$ cat config.mk
export PLATFORM = sky130hd
export DESIGN_NAME = image_mean_abs_difference_top_flat
export DESIGN_NICKNAME = d
export VERILOG_FILES = /design/src/rtl/core/imad_pkg.sv /design/src/rtl/core/imad_ifs.sv /design/src/rtl/core/image_mean_abs_difference_top.sv /design/src/rtl/core/imad_lane.sv /design/src/rtl/core/imad_merge.sv /design/src/rtl/core/imad_div.sv /design/src/flat_wrapper.sv
export SDC_FILE = /design/constraint.sdc
export NUM_CORES = 2
export LEC_CHECK = 0
export BUFFER_PORTS_ARGS = -buffer_cell sky130_fd_sc_hd__buf_2
export CAP_MARGIN = 20
export CORE_MARGIN = 3
export CORE_UTILIZATION = 40
export DETAILED_ROUTE_END_ITERATION = 8
export PLACE_DENSITY = 0.54
export SLEW_MARGIN = 20
export SYNTH_ARGS = -nofsm -noshare
export SYNTH_HDL_FRONTEND = slang
export SYNTH_SLANG_ARGS = --single-unit
$ cat constraint.sdc
create_clock -name i_clk -period 11.6 [get_ports i_clk]
set_input_delay 0.58 -clock i_clk [delete_from_list [all_inputs] [get_ports i_clk]]
set_output_delay 0.58 -clock i_clk [all_outputs]
set_load 0.01 [all_outputs]
$ cat src/rtl/core/imad_pkg.sv
// shared constants, payload types and control structs of the mean absolute difference block
package imad_pkg;

    // image and arithmetic sizes
    localparam int MAX_WIDTH     = 4096;
    localparam int MAX_HEIGHT    = 4096;
    localparam int FRACTION_BITS = 16;
    localparam int CHANNEL_SPAN  = 255 * 3;
    localparam int NUM_LANES     = 3;

    localparam int CHAN_W  = 8;
    localparam int DIM_W   = 13;
    localparam int SUM_W   = 10;
    localparam int COUNT_W = 24;
    localparam int PIX_W   = COUNT_W + 1;
    localparam int FRAME_W = 2 * DIM_W;
    localparam int TOTAL_W = 34;
    localparam int DEN_W   = 34;
    localparam int REM_W   = DEN_W + 1;
    localparam int MEAN_W  = 17;
    localparam int STEP_W  = $clog2(FRACTION_BITS + 1);

    // configuration register indexes
    localparam int CFG_IDX_W = 2;
    localparam logic [CFG_IDX_W-1:0] REG_FIRST_WIDTH   = 2'd0;
    localparam logic [CFG_IDX_W-1:0] REG_FIRST_HEIGHT  = 2'd1;
    localparam logic [CFG_IDX_W-1:0] REG_SECOND_WIDTH  = 2'd2;
    localparam logic [CFG_IDX_W-1:0] REG_SECOND_HEIGHT = 2'd3;

    // reset values of the dimension registers
    localparam logic [DIM_W-1:0] RESET_WIDTH  = 13'd640;
    localparam logic [DIM_W-1:0] RESET_HEIGHT = 13'd480;

    // result of a frame whose image sizes differ
    localparam logic [MEAN_W-1:0] MEAN_ONE = MEAN_W'(1) << FRACTION_BITS;

    typedef logic [CHAN_W-1:0] t_chan;

    typedef struct packed {
        t_chan a_blue;
        t_chan a_green;
        t_chan a_red;
        t_chan b_blue;
        t_chan b_green;
        t_chan b_red;
    } t_pixel;

    typedef struct packed {
        logic [MEAN_W-1:0] mean_difference;
        logic              size_mismatch;
    } t_result;

    typedef struct packed {
        logic [CFG_IDX_W-1:0] index;
        logic [DIM_W-1:0]     data;
    } t_cfg;

    // pixel travelling through the lane stage
    typedef struct packed {
        logic             valid;
        logic             last;
        logic             mismatch;
        logic [PIX_W-1:0] pixels;
    } t_s1;

    // frame end handed from the merge stage to the divider
    typedef struct packed {
        logic               start;
        logic [TOTAL_W-1:0] total;
        logic [PIX_W-1:0]   pixels;
        logic               mismatch;
    } t_div_req;

    typedef struct packed {
        logic              valid;
        logic [MEAN_W-1:0] mean;
        logic              mismatch;
    } t_div_rsp;

    // clamp a dimension register to 1..hi
    function automatic logic [DIM_W-1:0] clamp_dim(input logic [DIM_W-1:0] v,
                                                   input logic [DIM_W-1:0] hi);
        logic [DIM_W-1:0] r;
        if (v == '0) begin
            r = DIM_W'(1);
        end else if (v > hi) begin
            r = hi;
        end else begin
            r = v;
        end
        return r;
    endfunction

endpackage

$ cat src/rtl/core/imad_ifs.sv
// valid/ready channel interfaces for pixels, results and configuration writes
interface imad_pix_if;
    logic               valid;
    logic               ready;
    imad_pkg::t_pixel   data;
    modport source(output valid, output data, input ready);
    modport sink(input valid, input data, output ready);
endinterface

interface imad_res_if;
    logic               valid;
    logic               ready;
    imad_pkg::t_result  data;
    modport source(output valid, output data, input ready);
    modport sink(input valid, input data, output ready);
endinterface

interface imad_cfg_if;
    logic               valid;
    logic               ready;
    imad_pkg::t_cfg     data;
    modport source(output valid, output data, input ready);
    modport sink(input valid, input data, output ready);
endinterface

$ cat src/rtl/core/image_mean_abs_difference_top.sv
// top level of the mean absolute difference block: config, lanes, merge, divider, output
//
//  channel  dir  transaction           payload
//  i_pix    in   one pixel pair        a_/b_ blue, green, red (8 bits each)
//  i_cfg    in   register write        index 0..3, 13-bit dimension
//  o_res    out  one result per frame  mean_difference (17), size_mismatch (1)
//
//  pixels are taken one per cycle while i_pix.ready is high; the three channel lanes register the differences,
//  the merge stage adds them into the frame total in the next cycle.
//  at frame end i_pix.ready drops until the output register takes the result: a 765 * pixels multiply and
//  17 quotient bits of the divider, plus hand-off; a size mismatch skips the divide.
//  a waiting result sits in the output register while the next frame streams in.
//  synchronous active-low reset restores 640 x 480 for both images and clears the counters, total and valid flags.
module image_mean_abs_difference_top (
    input  logic          i_clk,
    input  logic          i_rst_n,
    imad_pix_if.sink      i_pix,
    imad_cfg_if.sink      i_cfg,
    imad_res_if.source    o_res
);

    // dimension registers, kept clamped, with derived frame size and mismatch
    logic [imad_pkg::DIM_W-1:0]   r_w1, r_h1, r_w2, r_h2;
    logic [imad_pkg::DIM_W-1:0]   n_w1, n_h1, n_w2, n_h2;
    logic [imad_pkg::FRAME_W-1:0] r_frame;
    logic                         r_mismatch;
    logic [imad_pkg::DIM_W-1:0]   w_cfg_dim_w, w_cfg_dim_h;
    logic                         w_cfg_wr;

    assign i_cfg.ready = 1'b1;
    assign w_cfg_wr    = i_cfg.valid;
    assign w_cfg_dim_w = imad_pkg::clamp_dim(i_cfg.data.data,
                                             imad_pkg::DIM_W'(imad_pkg::MAX_WIDTH));
    assign w_cfg_dim_h = imad_pkg::clamp_dim(i_cfg.data.data,
                                             imad_pkg::DIM_W'(imad_pkg::MAX_HEIGHT));

    // next register values for a configuration transaction
    always_comb begin
        n_w1 = r_w1;
        n_h1 = r_h1;
        n_w2 = r_w2;
        n_h2 = r_h2;
        unique case (i_cfg.data.index)
            imad_pkg::REG_FIRST_WIDTH:   n_w1 = w_cfg_dim_w;
            imad_pkg::REG_FIRST_HEIGHT:  n_h1 = w_cfg_dim_h;
            imad_pkg::REG_SECOND_WIDTH:  n_w2 = w_cfg_dim_w;
            imad_pkg::REG_SECOND_HEIGHT: n_h2 = w_cfg_dim_h;
            default: begin
            end
        endcase
    end

    always_ff @(posedge i_clk) begin
        if (!i_rst_n) begin
            r_w1       <= imad_pkg::RESET_WIDTH;
            r_h1       <= imad_pkg::RESET_HEIGHT;
            r_w2       <= imad_pkg::RESET_WIDTH;
            r_h2       <= imad_pkg::RESET_HEIGHT;
            r_frame    <= imad_pkg::FRAME_W'(imad_pkg::RESET_WIDTH)
                        * imad_pkg::FRAME_W'(imad_pkg::RESET_HEIGHT);
            r_mismatch <= 1'b0;
        end else if (w_cfg_wr) begin
            r_w1       <= n_w1;
            r_h1       <= n_h1;
            r_w2       <= n_w2;
            r_h2       <= n_h2;
            r_frame    <= imad_pkg::FRAME_W'(n_w1) * imad_pkg::FRAME_W'(n_h1);
            r_mismatch <= (n_w1 != n_w2) || (n_h1 != n_h2);
        end
    end

    // pixel count and frame end detection
    logic                           r_busy;
    logic [imad_pkg::COUNT_W-1:0]   r_count;
    logic [imad_pkg::PIX_W-1:0]     w_pixels;
    logic                           w_last;
    logic                           w_accept;
    logic                           w_take;

    assign i_pix.ready = !r_busy;
    assign w_accept    = i_pix.valid && i_pix.ready;
    assign w_pixels    = imad_pkg::PIX_W'(r_count) + imad_pkg::PIX_W'(1);
    assign w_last      = (imad_pkg::FRAME_W'(w_pixels) >= r_frame);

    always_ff @(posedge i_clk) begin
        if (!i_rst_n) begin
            r_count <= '0;
            r_busy  <= 1'b0;
        end else begin
            if (w_accept) begin
                r_count <= w_last ? '0 : w_pixels[imad_pkg::COUNT_W-1:0];
            end
            if (w_take) begin
                r_busy <= 1'b0;
            end else if (w_accept && w_last) begin
                r_busy <= 1'b1;
            end
        end
    end

    // lane stage side information
    imad_pkg::t_s1 r_s1;

    always_ff @(posedge i_clk) begin
        if (!i_rst_n) begin
            r_s1 <= '0;
        end else begin
            r_s1.valid    <= w_accept;
            r_s1.last     <= w_last;
            r_s1.mismatch <= r_mismatch;
            r_s1.pixels   <= w_pixels;
        end
    end

    // channel lanes
    imad_pkg::t_chan [imad_pkg::NUM_LANES-1:0] w_diff;

    imad_lane u_lane_blue (
        .i_clk  (i_clk),
        .i_en   (w_accept),
        .i_a    (i_pix.data.a_blue),
        .i_b    (i_pix.data.b_blue),
        .o_diff (w_diff[0])
    );

    imad_lane u_lane_green (
        .i_clk  (i_clk),
        .i_en   (w_accept),
        .i_a    (i_pix.data.a_green),
        .i_b    (i_pix.data.b_green),
        .o_diff (w_diff[1])
    );

    imad_lane u_lane_red (
        .i_clk  (i_clk),
        .i_en   (w_accept),
        .i_a    (i_pix.data.a_red),
        .i_b    (i_pix.data.b_red),
        .o_diff (w_diff[2])
    );

    // merge and divide
    imad_pkg::t_div_req w_req;
    imad_pkg::t_div_rsp w_rsp;

    imad_merge u_merge (
        .i_clk   (i_clk),
        .i_rst_n (i_rst_n),
        .i_s1    (r_s1),
        .i_diff  (w_diff),
        .o_req   (w_req)
    );

    imad_div u_div (
        .i_clk   (i_clk),
        .i_rst_n (i_rst_n),
        .i_req   (w_req),
        .i_take  (w_take),
        .o_rsp   (w_rsp)
    );

    // output register
    logic               r_out_valid;
    imad_pkg::t_result  r_out;

    assign w_take = w_rsp.valid && (!r_out_valid || o_res.ready);

    always_ff @(posedge i_clk) begin
        if (!i_rst_n) begin
            r_out_valid <= 1'b0;
        end else if (w_take) begin
            r_out_valid <= 1'b1;
        end else if (o_res.ready) begin
            r_out_valid <= 1'b0;
        end
    end

    always_ff @(posedge i_clk) begin
        if (w_take) begin
            r_out.mean_difference <= w_rsp.mean;
            r_out.size_mismatch   <= w_rsp.mismatch;
        end
    end

    assign o_res.valid = r_out_valid;
    assign o_res.data  = r_out;

endmodule

$ cat src/rtl/core/imad_lane.sv
// one channel lane: registered absolute difference of two 8-bit samples
module imad_lane (
    input  logic                  i_clk,
    input  logic                  i_en,
    input  imad_pkg::t_chan       i_a,
    input  imad_pkg::t_chan       i_b,
    output imad_pkg::t_chan       o_diff
);

    imad_pkg::t_chan r_diff;
    imad_pkg::t_chan n_diff;

    // absolute difference
    always_comb begin
        if (i_a > i_b) begin
            n_diff = i_a - i_b;
        end else begin
            n_diff = i_b - i_a;
        end
    end

    always_ff @(posedge i_clk) begin
        if (i_en) begin
            r_diff <= n_diff;
        end
    end

    assign o_diff = r_diff;

endmodule

$ cat src/rtl/core/imad_merge.sv
// merge stage: adds the lane differences into the frame total and hands frame ends on
module imad_merge (
    input  logic                                         i_clk,
    input  logic                                         i_rst_n,
    input  imad_pkg::t_s1                                i_s1,
    input  imad_pkg::t_chan [imad_pkg::NUM_LANES-1:0]    i_diff,
    output imad_pkg::t_div_req                           o_req
);

    logic [imad_pkg::TOTAL_W-1:0] r_total;
    logic [imad_pkg::TOTAL_W-1:0] n_total;
    logic [imad_pkg::SUM_W-1:0]   w_sum;

    // combine the lanes, pixels seen under a size mismatch add nothing
    always_comb begin
        w_sum = '0;
        for (int i = 0; i < imad_pkg::NUM_LANES; i++) begin
            w_sum = w_sum + imad_pkg::SUM_W'(i_diff[i]);
        end
        if (i_s1.mismatch) begin
            n_total = r_total;
        end else begin
            n_total = r_total + imad_pkg::TOTAL_W'(w_sum);
        end
    end

    // running total, cleared at frame end
    always_ff @(posedge i_clk) begin
        if (!i_rst_n) begin
            r_total <= '0;
        end else if (i_s1.valid) begin
            if (i_s1.last) begin
                r_total <= '0;
            end else begin
                r_total <= n_total;
            end
        end
    end

    assign o_req.start    = i_s1.valid && i_s1.last;
    assign o_req.total    = n_total;
    assign o_req.pixels   = i_s1.pixels;
    assign o_req.mismatch = i_s1.mismatch;

endmodule

$ cat src/rtl/core/imad_div.sv
// frame divider: total * 2^FRACTION_BITS / (765 * pixels), one quotient bit per cycle
module imad_div (
    input  logic                  i_clk,
    input  logic                  i_rst_n,
    input  imad_pkg::t_div_req    i_req,
    input  logic                  i_take,
    output imad_pkg::t_div_rsp    o_rsp
);

    localparam logic [1:0] ST_IDLE = 2'd0;
    localparam logic [1:0] ST_MUL  = 2'd1;
    localparam logic [1:0] ST_RUN  = 2'd2;
    localparam logic [1:0] ST_DONE = 2'd3;

    logic [1:0]                    r_state;
    logic [imad_pkg::TOTAL_W-1:0]  r_total;
    logic [imad_pkg::PIX_W-1:0]    r_pix;
    logic                          r_mis;
    logic [imad_pkg::DEN_W-1:0]    r_den;
    logic [imad_pkg::REM_W-1:0]    r_rem;
    logic [imad_pkg::MEAN_W-1:0]   r_q;
    logic [imad_pkg::STEP_W-1:0]   r_step;

    logic                          w_bit;
    logic [imad_pkg::REM_W-1:0]    w_trial;
    logic [imad_pkg::REM_W-1:0]    w_den;
    logic                          w_ge;

    // restoring division step; only the lowest total bit enters below the start remainder
    always_comb begin
        w_bit   = (r_step == imad_pkg::STEP_W'(imad_pkg::FRACTION_BITS)) ? r_total[0] : 1'b0;
        w_trial = {r_rem[imad_pkg::REM_W-2:0], w_bit};
        w_den   = imad_pkg::REM_W'(r_den);
        w_ge    = (w_trial >= w_den);
    end

    // control
    always_ff @(posedge i_clk) begin
        if (!i_rst_n) begin
            r_state <= ST_IDLE;
        end else begin
            unique case (r_state)
                ST_IDLE: begin
                    if (i_req.start) begin
                        r_state <= i_req.mismatch ? ST_DONE : ST_MUL;
                    end
                end
                ST_MUL: begin
                    r_state <= ST_RUN;
                end
                ST_RUN: begin
                    if (r_step == '0) begin
                        r_state <= ST_DONE;
                    end
                end
                ST_DONE: begin
                    if (i_take) begin
                        r_state <= ST_IDLE;
                    end
                end
                default: begin
                    r_state <= ST_IDLE;
                end
            endcase
        end
    end

    // datapath
    always_ff @(posedge i_clk) begin
        unique case (r_state)
            ST_IDLE: begin
                if (i_req.start) begin
                    r_total <= i_req.total;
                    r_pix   <= i_req.pixels;
                    r_mis   <= i_req.mismatch;
                    r_rem   <= imad_pkg::REM_W'(i_req.total >> 1);
                    r_step  <= imad_pkg::STEP_W'(imad_pkg::FRACTION_BITS);
                    r_q     <= imad_pkg::MEAN_ONE;
                end
            end
            ST_MUL: begin
                r_den <= imad_pkg::DEN_W'(imad_pkg::CHANNEL_SPAN) * imad_pkg::DEN_W'(r_pix);
            end
            ST_RUN: begin
                r_rem  <= w_ge ? (w_trial - w_den) : w_trial;
                r_q    <= {r_q[imad_pkg::MEAN_W-2:0], w_ge};
                r_step <= r_step - imad_pkg::STEP_W'(1);
            end
            ST_DONE: begin
            end
            default: begin
            end
        endcase
    end

    assign o_rsp.valid    = (r_state == ST_DONE);
    assign o_rsp.mean     = r_q;
    assign o_rsp.mismatch = r_mis;

endmodule

$ cat src/flat_wrapper.sv
// flat-port wrapper written by rule: the top's interface ports become plain ports
module image_mean_abs_difference_top_flat 
  (i_clk, i_rst_n, i_pix_valid, i_pix_data, i_pix_ready, i_cfg_valid, i_cfg_data, i_cfg_ready, o_res_valid, o_res_data, o_res_ready);
  imad_pix_if i_pix_i ();
  imad_cfg_if i_cfg_i ();
  imad_res_if o_res_i ();
  input  logic i_clk;
  input  logic i_rst_n;
  input wire logic [$bits(i_pix_i.valid)-1:0] i_pix_valid;
  input wire logic [$bits(i_pix_i.data)-1:0] i_pix_data;
  output wire logic [$bits(i_pix_i.ready)-1:0] i_pix_ready;
  input wire logic [$bits(i_cfg_i.valid)-1:0] i_cfg_valid;
  input wire logic [$bits(i_cfg_i.data)-1:0] i_cfg_data;
  output wire logic [$bits(i_cfg_i.ready)-1:0] i_cfg_ready;
  output wire logic [$bits(o_res_i.valid)-1:0] o_res_valid;
  output wire logic [$bits(o_res_i.data)-1:0] o_res_data;
  input wire logic [$bits(o_res_i.ready)-1:0] o_res_ready;
  assign i_pix_i.valid = i_pix_valid;
  assign i_pix_i.data = i_pix_data;
  assign i_pix_ready = i_pix_i.ready;
  assign i_cfg_i.valid = i_cfg_valid;
  assign i_cfg_i.data = i_cfg_data;
  assign i_cfg_ready = i_cfg_i.ready;
  assign o_res_valid = o_res_i.valid;
  assign o_res_data = o_res_i.data;
  assign o_res_i.ready = o_res_ready;
  image_mean_abs_difference_top u_core (.i_clk(i_clk), .i_rst_n(i_rst_n), .i_pix(i_pix_i), .i_cfg(i_cfg_i), .o_res(o_res_i));
endmodule
Word-level counts from Yosys, hierarchy flattened

Cells that the tools add are included.

Add/sub/neg operators: 12
Magnitude comparators: 6
Eq/ne operators: 12
Divide/modulo/power cells: 0
Bitwise gates (word level): 1
Multipliers: 2
Shift-type cells: 0
Multiplexer cells: 27
Reduce and logical (&&, ||, !) cells: 18

Operator list:

| operator                                               | count |
|---|---|
| two-way mux 34 bit                                     | 4 |
| two-way mux 13 bit                                     | 6 |
| case mux 34 bit (2 select lines)                       | 1 |
| subtractor 8 bit                                       | 6 |
| greater-or-equal comparator 35 x 34 -> 1 bit           | 1 |
| adder 34 x 10 -> 34 bit                                | 1 |
| multiplier 10 x 25 -> 34 bit (first input constant)    | 1 |
| case mux 17 bit (2 select lines)                       | 1 |
| subtractor 34 bit                                      | 1 |
| greater-or-equal comparator 25 x 26 -> 1 bit           | 1 |
| multiplier 13 x 13 -> 26 bit                           | 1 |
| inequality test 13 bit                                 | 2 |
| adder 24 x 1 -> 25 bit (second input constant)         | 1 |
| greater-than comparator 8 bit                          | 3 |
| two-way mux 24 bit                                     | 1 |
| two-way mux 8 bit                                      | 3 |
| two-way mux 17 bit                                     | 1 |
| greater-than comparator 13 bit (second input constant) | 1 |
| logical NOT 13 bit                                     | 1 |
| adder 9 x 8 -> 10 bit                                  | 1 |
| case mux 5 bit (2 select lines)                        | 1 |
| adder 8 x 8 -> 9 bit                                   | 1 |
| == test 2 bit (second input constant)                  | 4 |
| two-way mux 2 bit                                      | 4 |
| 17 further kinds                                       | 30 |

Input bits: 68
Bits in writable memories: 0
Latch bits: 0
Register bits after elaboration: 328
ROM bits: 0
Memories kept: 0

Logic depth before layout (Yosys ltp)

Depth in word-level cells: 6
Depth in mapped cells: 28
Mapped depth without buffers: 24

Cells and area by module

From an unflattened synthesis, not the netlist that was laid out.

Cell total of the unflattened synthesis: 3,494
Area, all modules: 31,770.5 um^2

Modules (own cells, without submodules):

| module                        | instances | cells each | area each (um^2) |
|---|---|---|---|
| image_mean_abs_difference_top | 1         | 1,585      | 13,335.3 |
| imad_div                      | 1         | 1,219      | 12,503.2 |
| imad_merge                    | 1         | 408        | 3,191.8 |
| imad_lane                     | 3         | 94         | 913.4 |

Worst setup path before layout

Ideal clock, no wire load.

Kind: input -> register
Start point: in i_cfg_data[14]
End point: reg u_core.r_frame[21] (netlist name)
Setup slack: 4.996 ns
Required time: 11.483 ns
Arrival: 6.487 ns
Stages: 26
Path buffers: 3
Library setup time: 0.117 ns
Cells stage by stage: nand2b_1 clkbuf_1 clkbuf_1 nor2_1 a21oi_1 clkbuf_1 nor2_1 fa_1 inv_1 fa_1 inv_1 fa_1 fa_1 inv_1 fa_1 inv_1 ha_1 o21a_1 o21ai_1 a211oi_1 o2111ai_1 nand2_1 o41ai_2 nor2b_1 o311a_1 a32o_1

Cells in the longest elaborated chain, start to end: 3

RTL lines:

| item                                                        | RTL line                            | RTL |
|---|---|---|
| start: declaration                                          | flat_wrapper.sv:13                  | `input wire logic [$bits(i_cfg_i.data)-1:0] i_cfg_data;` |
| == test 2 x 1 -> 1 bit or logical NOT 2 bit (tied branches) | image_mean_abs_difference_top.sv:43 | `unique case (i_cfg.data.index)` |
| two-way mux 13 bit                                          | image_mean_abs_difference_top.sv:43 |  |
| multiplier 13 x 13 -> 26 bit (*)                            | image_mean_abs_difference_top.sv:67 | `r_frame <= imad_pkg::FRAME_W'(n_w1) * imad_pkg::FRAME_W'(n_h1);` |
| end signal: assignment                                      | image_mean_abs_difference_top.sv:59 | `r_frame <= imad_pkg::FRAME_W'(imad_pkg::RESET_WIDTH)` |
| end signal: assignment                                      | image_mean_abs_difference_top.sv:67 |  |
| end: declaration                                            | image_mean_abs_difference_top.sv:25 | `logic [imad_pkg::FRAME_W-1:0] r_frame;` |

Mark *: on every way between the ends. The rest lies on a longest branch, timed or not.
A chain may end at the register's enable or synchronous reset.

Worst setup path after layout

Start point: in i_cfg_data[13]
End point: reg u_core.r_frame[21] (netlist name)

Same word-level chain as after synthesis.

==> metrics.cfg <==
[route]
viasPerCell = 5.14
wl_per_cell_um = 17.2
wl_mm = 75.9
ant_nets = 0
vias = 22700
drtIter0Drc = 1385
drt_pre_antenna_iters = 5
drc = 0

[min_path]
hp-class = input pin to flop
min_to = u_core.r_w2[12]
hold_depth = 3
hp-start = i_cfg_valid

[grt]
grt_pass1_vias = 22600
grt_overflow = 0
grt_max_degree = 78
antenna_found_initial = 1
track_usage = 0.190
grt_pass1_wl_mm = 124

[clocking]
holdBufCountCts = 0
htree_levels = 2
post_cts_buffers = 0
clkSinkCount = 328
cts-root-buf = clkbuf_16
cts_tree = done
clock_path_buffers = 3
cts_buffers = 40
clk_pin_slew_worst_paths_ns = 0.06
post_cts_resized = 0
clock_latency_ns = 0.58

[finish]
nNetsFinal = 3994
multi_input_area_sq_mm = 0.0203
final_core_util = 0.440
fin_area_sq_mm = 0.0335
drive_above_1_share = 0.0736
num_antenna_cells = 0
fill_cells = 7557
finalNonFillerCells = 4414
regArea_sq_mm = 0.00816
syn_to_final_growth_pct = 8.77

[power_and_ir_drop]
leakagePower_nw = 14.8
power_mw = 4.70
irDropWorstVdd_v = 0.000104
power_density_mw_per_mm2 = 140

[sta]
skew_ns = 0.0341
holdWs_ns = 0.332
setup_slack_ns = 4.48
max_freq_ghz = 0.140
drv_slew = 0
hold_violations = 0
post-route-period-util = 0.614
final-setup-viol-count = 0
relSlewSlack = 0.238
worstMarginPinSlew_ns = 1.13
fin_crit_ns = 7.12
fin_setup_tns_ns = 0
rsz0062_at_grt = false

[synthesis]
yosys-top-cells-area = fa_1, edfxtp_1, ha_1
synth_top_family_by_area = adder cells
yosysTopAreaCell = fa_1
synth-adder-area-share = 0.301
synth_flop_cell = dfxtp_1
synth_top_cell_area_share = 0.180
yosysSeqAreaShare = 0.265
syn_avg_cell_area_sq_um = 9.24
synthSimpleGateAreaFrac = 0.140
syn_inst = 3331
synth-seq-cells = 328
synth_edf_count = 159
syn_nets = 3973
ys_types = 109
ys.warnings.count = 0
syn_area_sq_mm = 0.0308
synth_xor_area_frac = 0.0560
synth_compound_area_frac = 0.139
synth_mux_area_frac = 0.0215
async_flop_share = 0

[setup_path]
rr_endpoint = u_core.r_frame[21]
slowest_delay_ns = 1.02
cp.arrival_ns = 7.58
critPathMaxFanout = 50
crit_slowest_cell = o21ai_0
critPathKind = input pin to flop
critPathLaunchType = input pin
r2r_slack_ns = 5.50
crit_top_cell = fa_1
r2r_cells = 21
reg2reg_from = u_core.r_h1[3]
cp_cell_sequence = buf_2 > or2_2 > o21ai_0 > nand2_1 > fa_1 > inv_1 > fa_1 > fa_1 > fa_1 > fa_1 > ha_1 > o21ai_0 > nand2b_1 > and2_1 > a31oi_1 > nand2_1 > o41ai_2 > nor2b_1 > o311a_1 > a32o_1
cp.required_ns = 12.06
critPathCaptureType = flop

[die]
start_util = 0.405
ios = 89
die_x_um = 283
coreArea_sq_mm = 0.0761
rows = 101
die_y_um = 283
die-area_sq_mm = 0.0803

[placement]
dp_slack_ns = 3.84
dp_hpwl_mm = 59.2
gp_congestion = 0.852
portBuffers = 87
dp_cells = 4340
place_area_sq_mm = 0.0321

[run_status]
status = complete, no violations

[job]
maxCapViolCount = 0

==> cell usage after synthesis (11+ instances only) <==
library cell  instances
a211oi_1             40
a21o_1               57
a21oi_1             185
a22oi_1              12
a31oi_1              17
and2_1               61
and3_1               27
buf_1                13
buf_2                18
clkbuf_1             85
dfxtp_1             169
edfxtp_1            159
fa_1                277
ha_1                297
inv_1               477
mux2_2               12
mux2i_1              51
nand2_1             249
nand2b_1             37
nand3_1              41
nand4_1              21
nor2_1              315
nor2b_1              33
nor3_1               41
nor4_1               11
o211ai_1             20
o21a_1               37
o21ai_0             106
o21ai_1              24
o21bai_1             16
o221ai_1             14
o22ai_1              27
or3_1                13
xnor2_1             125
xor2_1               70
==> cells in the final DEF, fill, tap and decap left out, drive strengths merged, types with 40 or more instances in the layout <==
cell type	count
a211oi	40
a21o	57
a21oi	188
and2	64
buf	111
clkbuf	61
dfxtp	169
edfxtp	159
fa	277
ha	297
inv	478
mux2i	51
nand2	249
nand3	43
nor2	318
nor3	44
o21ai	132
xnor2	125
xor2	71
==> cell families after synthesis <==
logic type	Yosys count
compound gates	649
xor+xnor	196
fa+ha+maj	574
buf+inv	611
flops	328
mux	64
other cells	1
simple gates	908
==> power breakdown <==
part | switching (mW) | leakage (nW) | total, mW | internal, mW
Combinational | 1.19 | 11.3 | 1.97 | 0.779
Clock | 0.525 | 0.665 | 1.30 | 0.773
Sequential | 0.0647 | 2.81 | 1.44 | 1.38
==> worst max path at each step <==
stage              startpoint                 end  slack, ns  cells after the start
2_1_floorplan  i_cfg_data[14]  u_core.r_frame[21]       5.00                     26
3_3_place_gp   i_cfg_data[13]  u_core.r_frame[21]       3.89                     25
3_5_place_dp   i_cfg_data[13]  u_core.r_frame[21]       3.84                     25
4_1_cts        i_cfg_data[13]  u_core.r_frame[21]       4.45                     25
5_1_grt        i_cfg_data[13]  u_core.r_frame[22]       4.05                     21
6_report       i_cfg_data[13]  u_core.r_frame[21]       4.48                     20
==> routing by layer <==
layer / part of all wire / vias up / routed length [um] / global-route usage
li1: - / 11200 / - / -
met1: 0.48 / 11000 / 36300 / 0.272
met2: 0.47 / 396 / 35600 / 0.313
met3: 0.036 / 64 / 2720 / 0.0191
met4: 0.016 / 0 / 1200 / 0.0372
met5: 0 / - / 0 / 0
==> registers in the layout (all words and copies together) (netlist names), 13 cells and up <==
name,flops
u_core.u_div.r_den,34
u_core.u_div.r_rem,34
u_core.u_merge.r_total,34
u_core.r_s1,28
u_core.r_frame,26
u_core.u_div.r_pix,25
u_core.r_count,24
u_core.o_res.data,18
u_core.u_div.r_q,17
u_core.r_h1,13
u_core.r_h2,13
u_core.r_w1,13
u_core.r_w2,13
==> cell type report <==
| type | instances | area share |
|---|---|---|
| multi-input combinational | 2392 | 0.605 |
| sequential | 328 | 0.244 |
| inverter | 479 | 0.0537 |
| tap | 1030 | 0.0385 |
| clock buffer | 61 | 0.0362 |
| timing repair buffer | 111 | 0.0185 |
| clock inverter | 13 | 0.00460 |
==> worst max-delay path: cells and delay by family <==
kind | cells | cell delay [ns]
AOI/OAI and AO/OA | 6 | 2.15
adders and majority gates | 6 | 2.90
buffers and inverters | 2 | 0.38
and+or+nand+nor | 6 | 1.52
(Power assumes the default switching activity.)
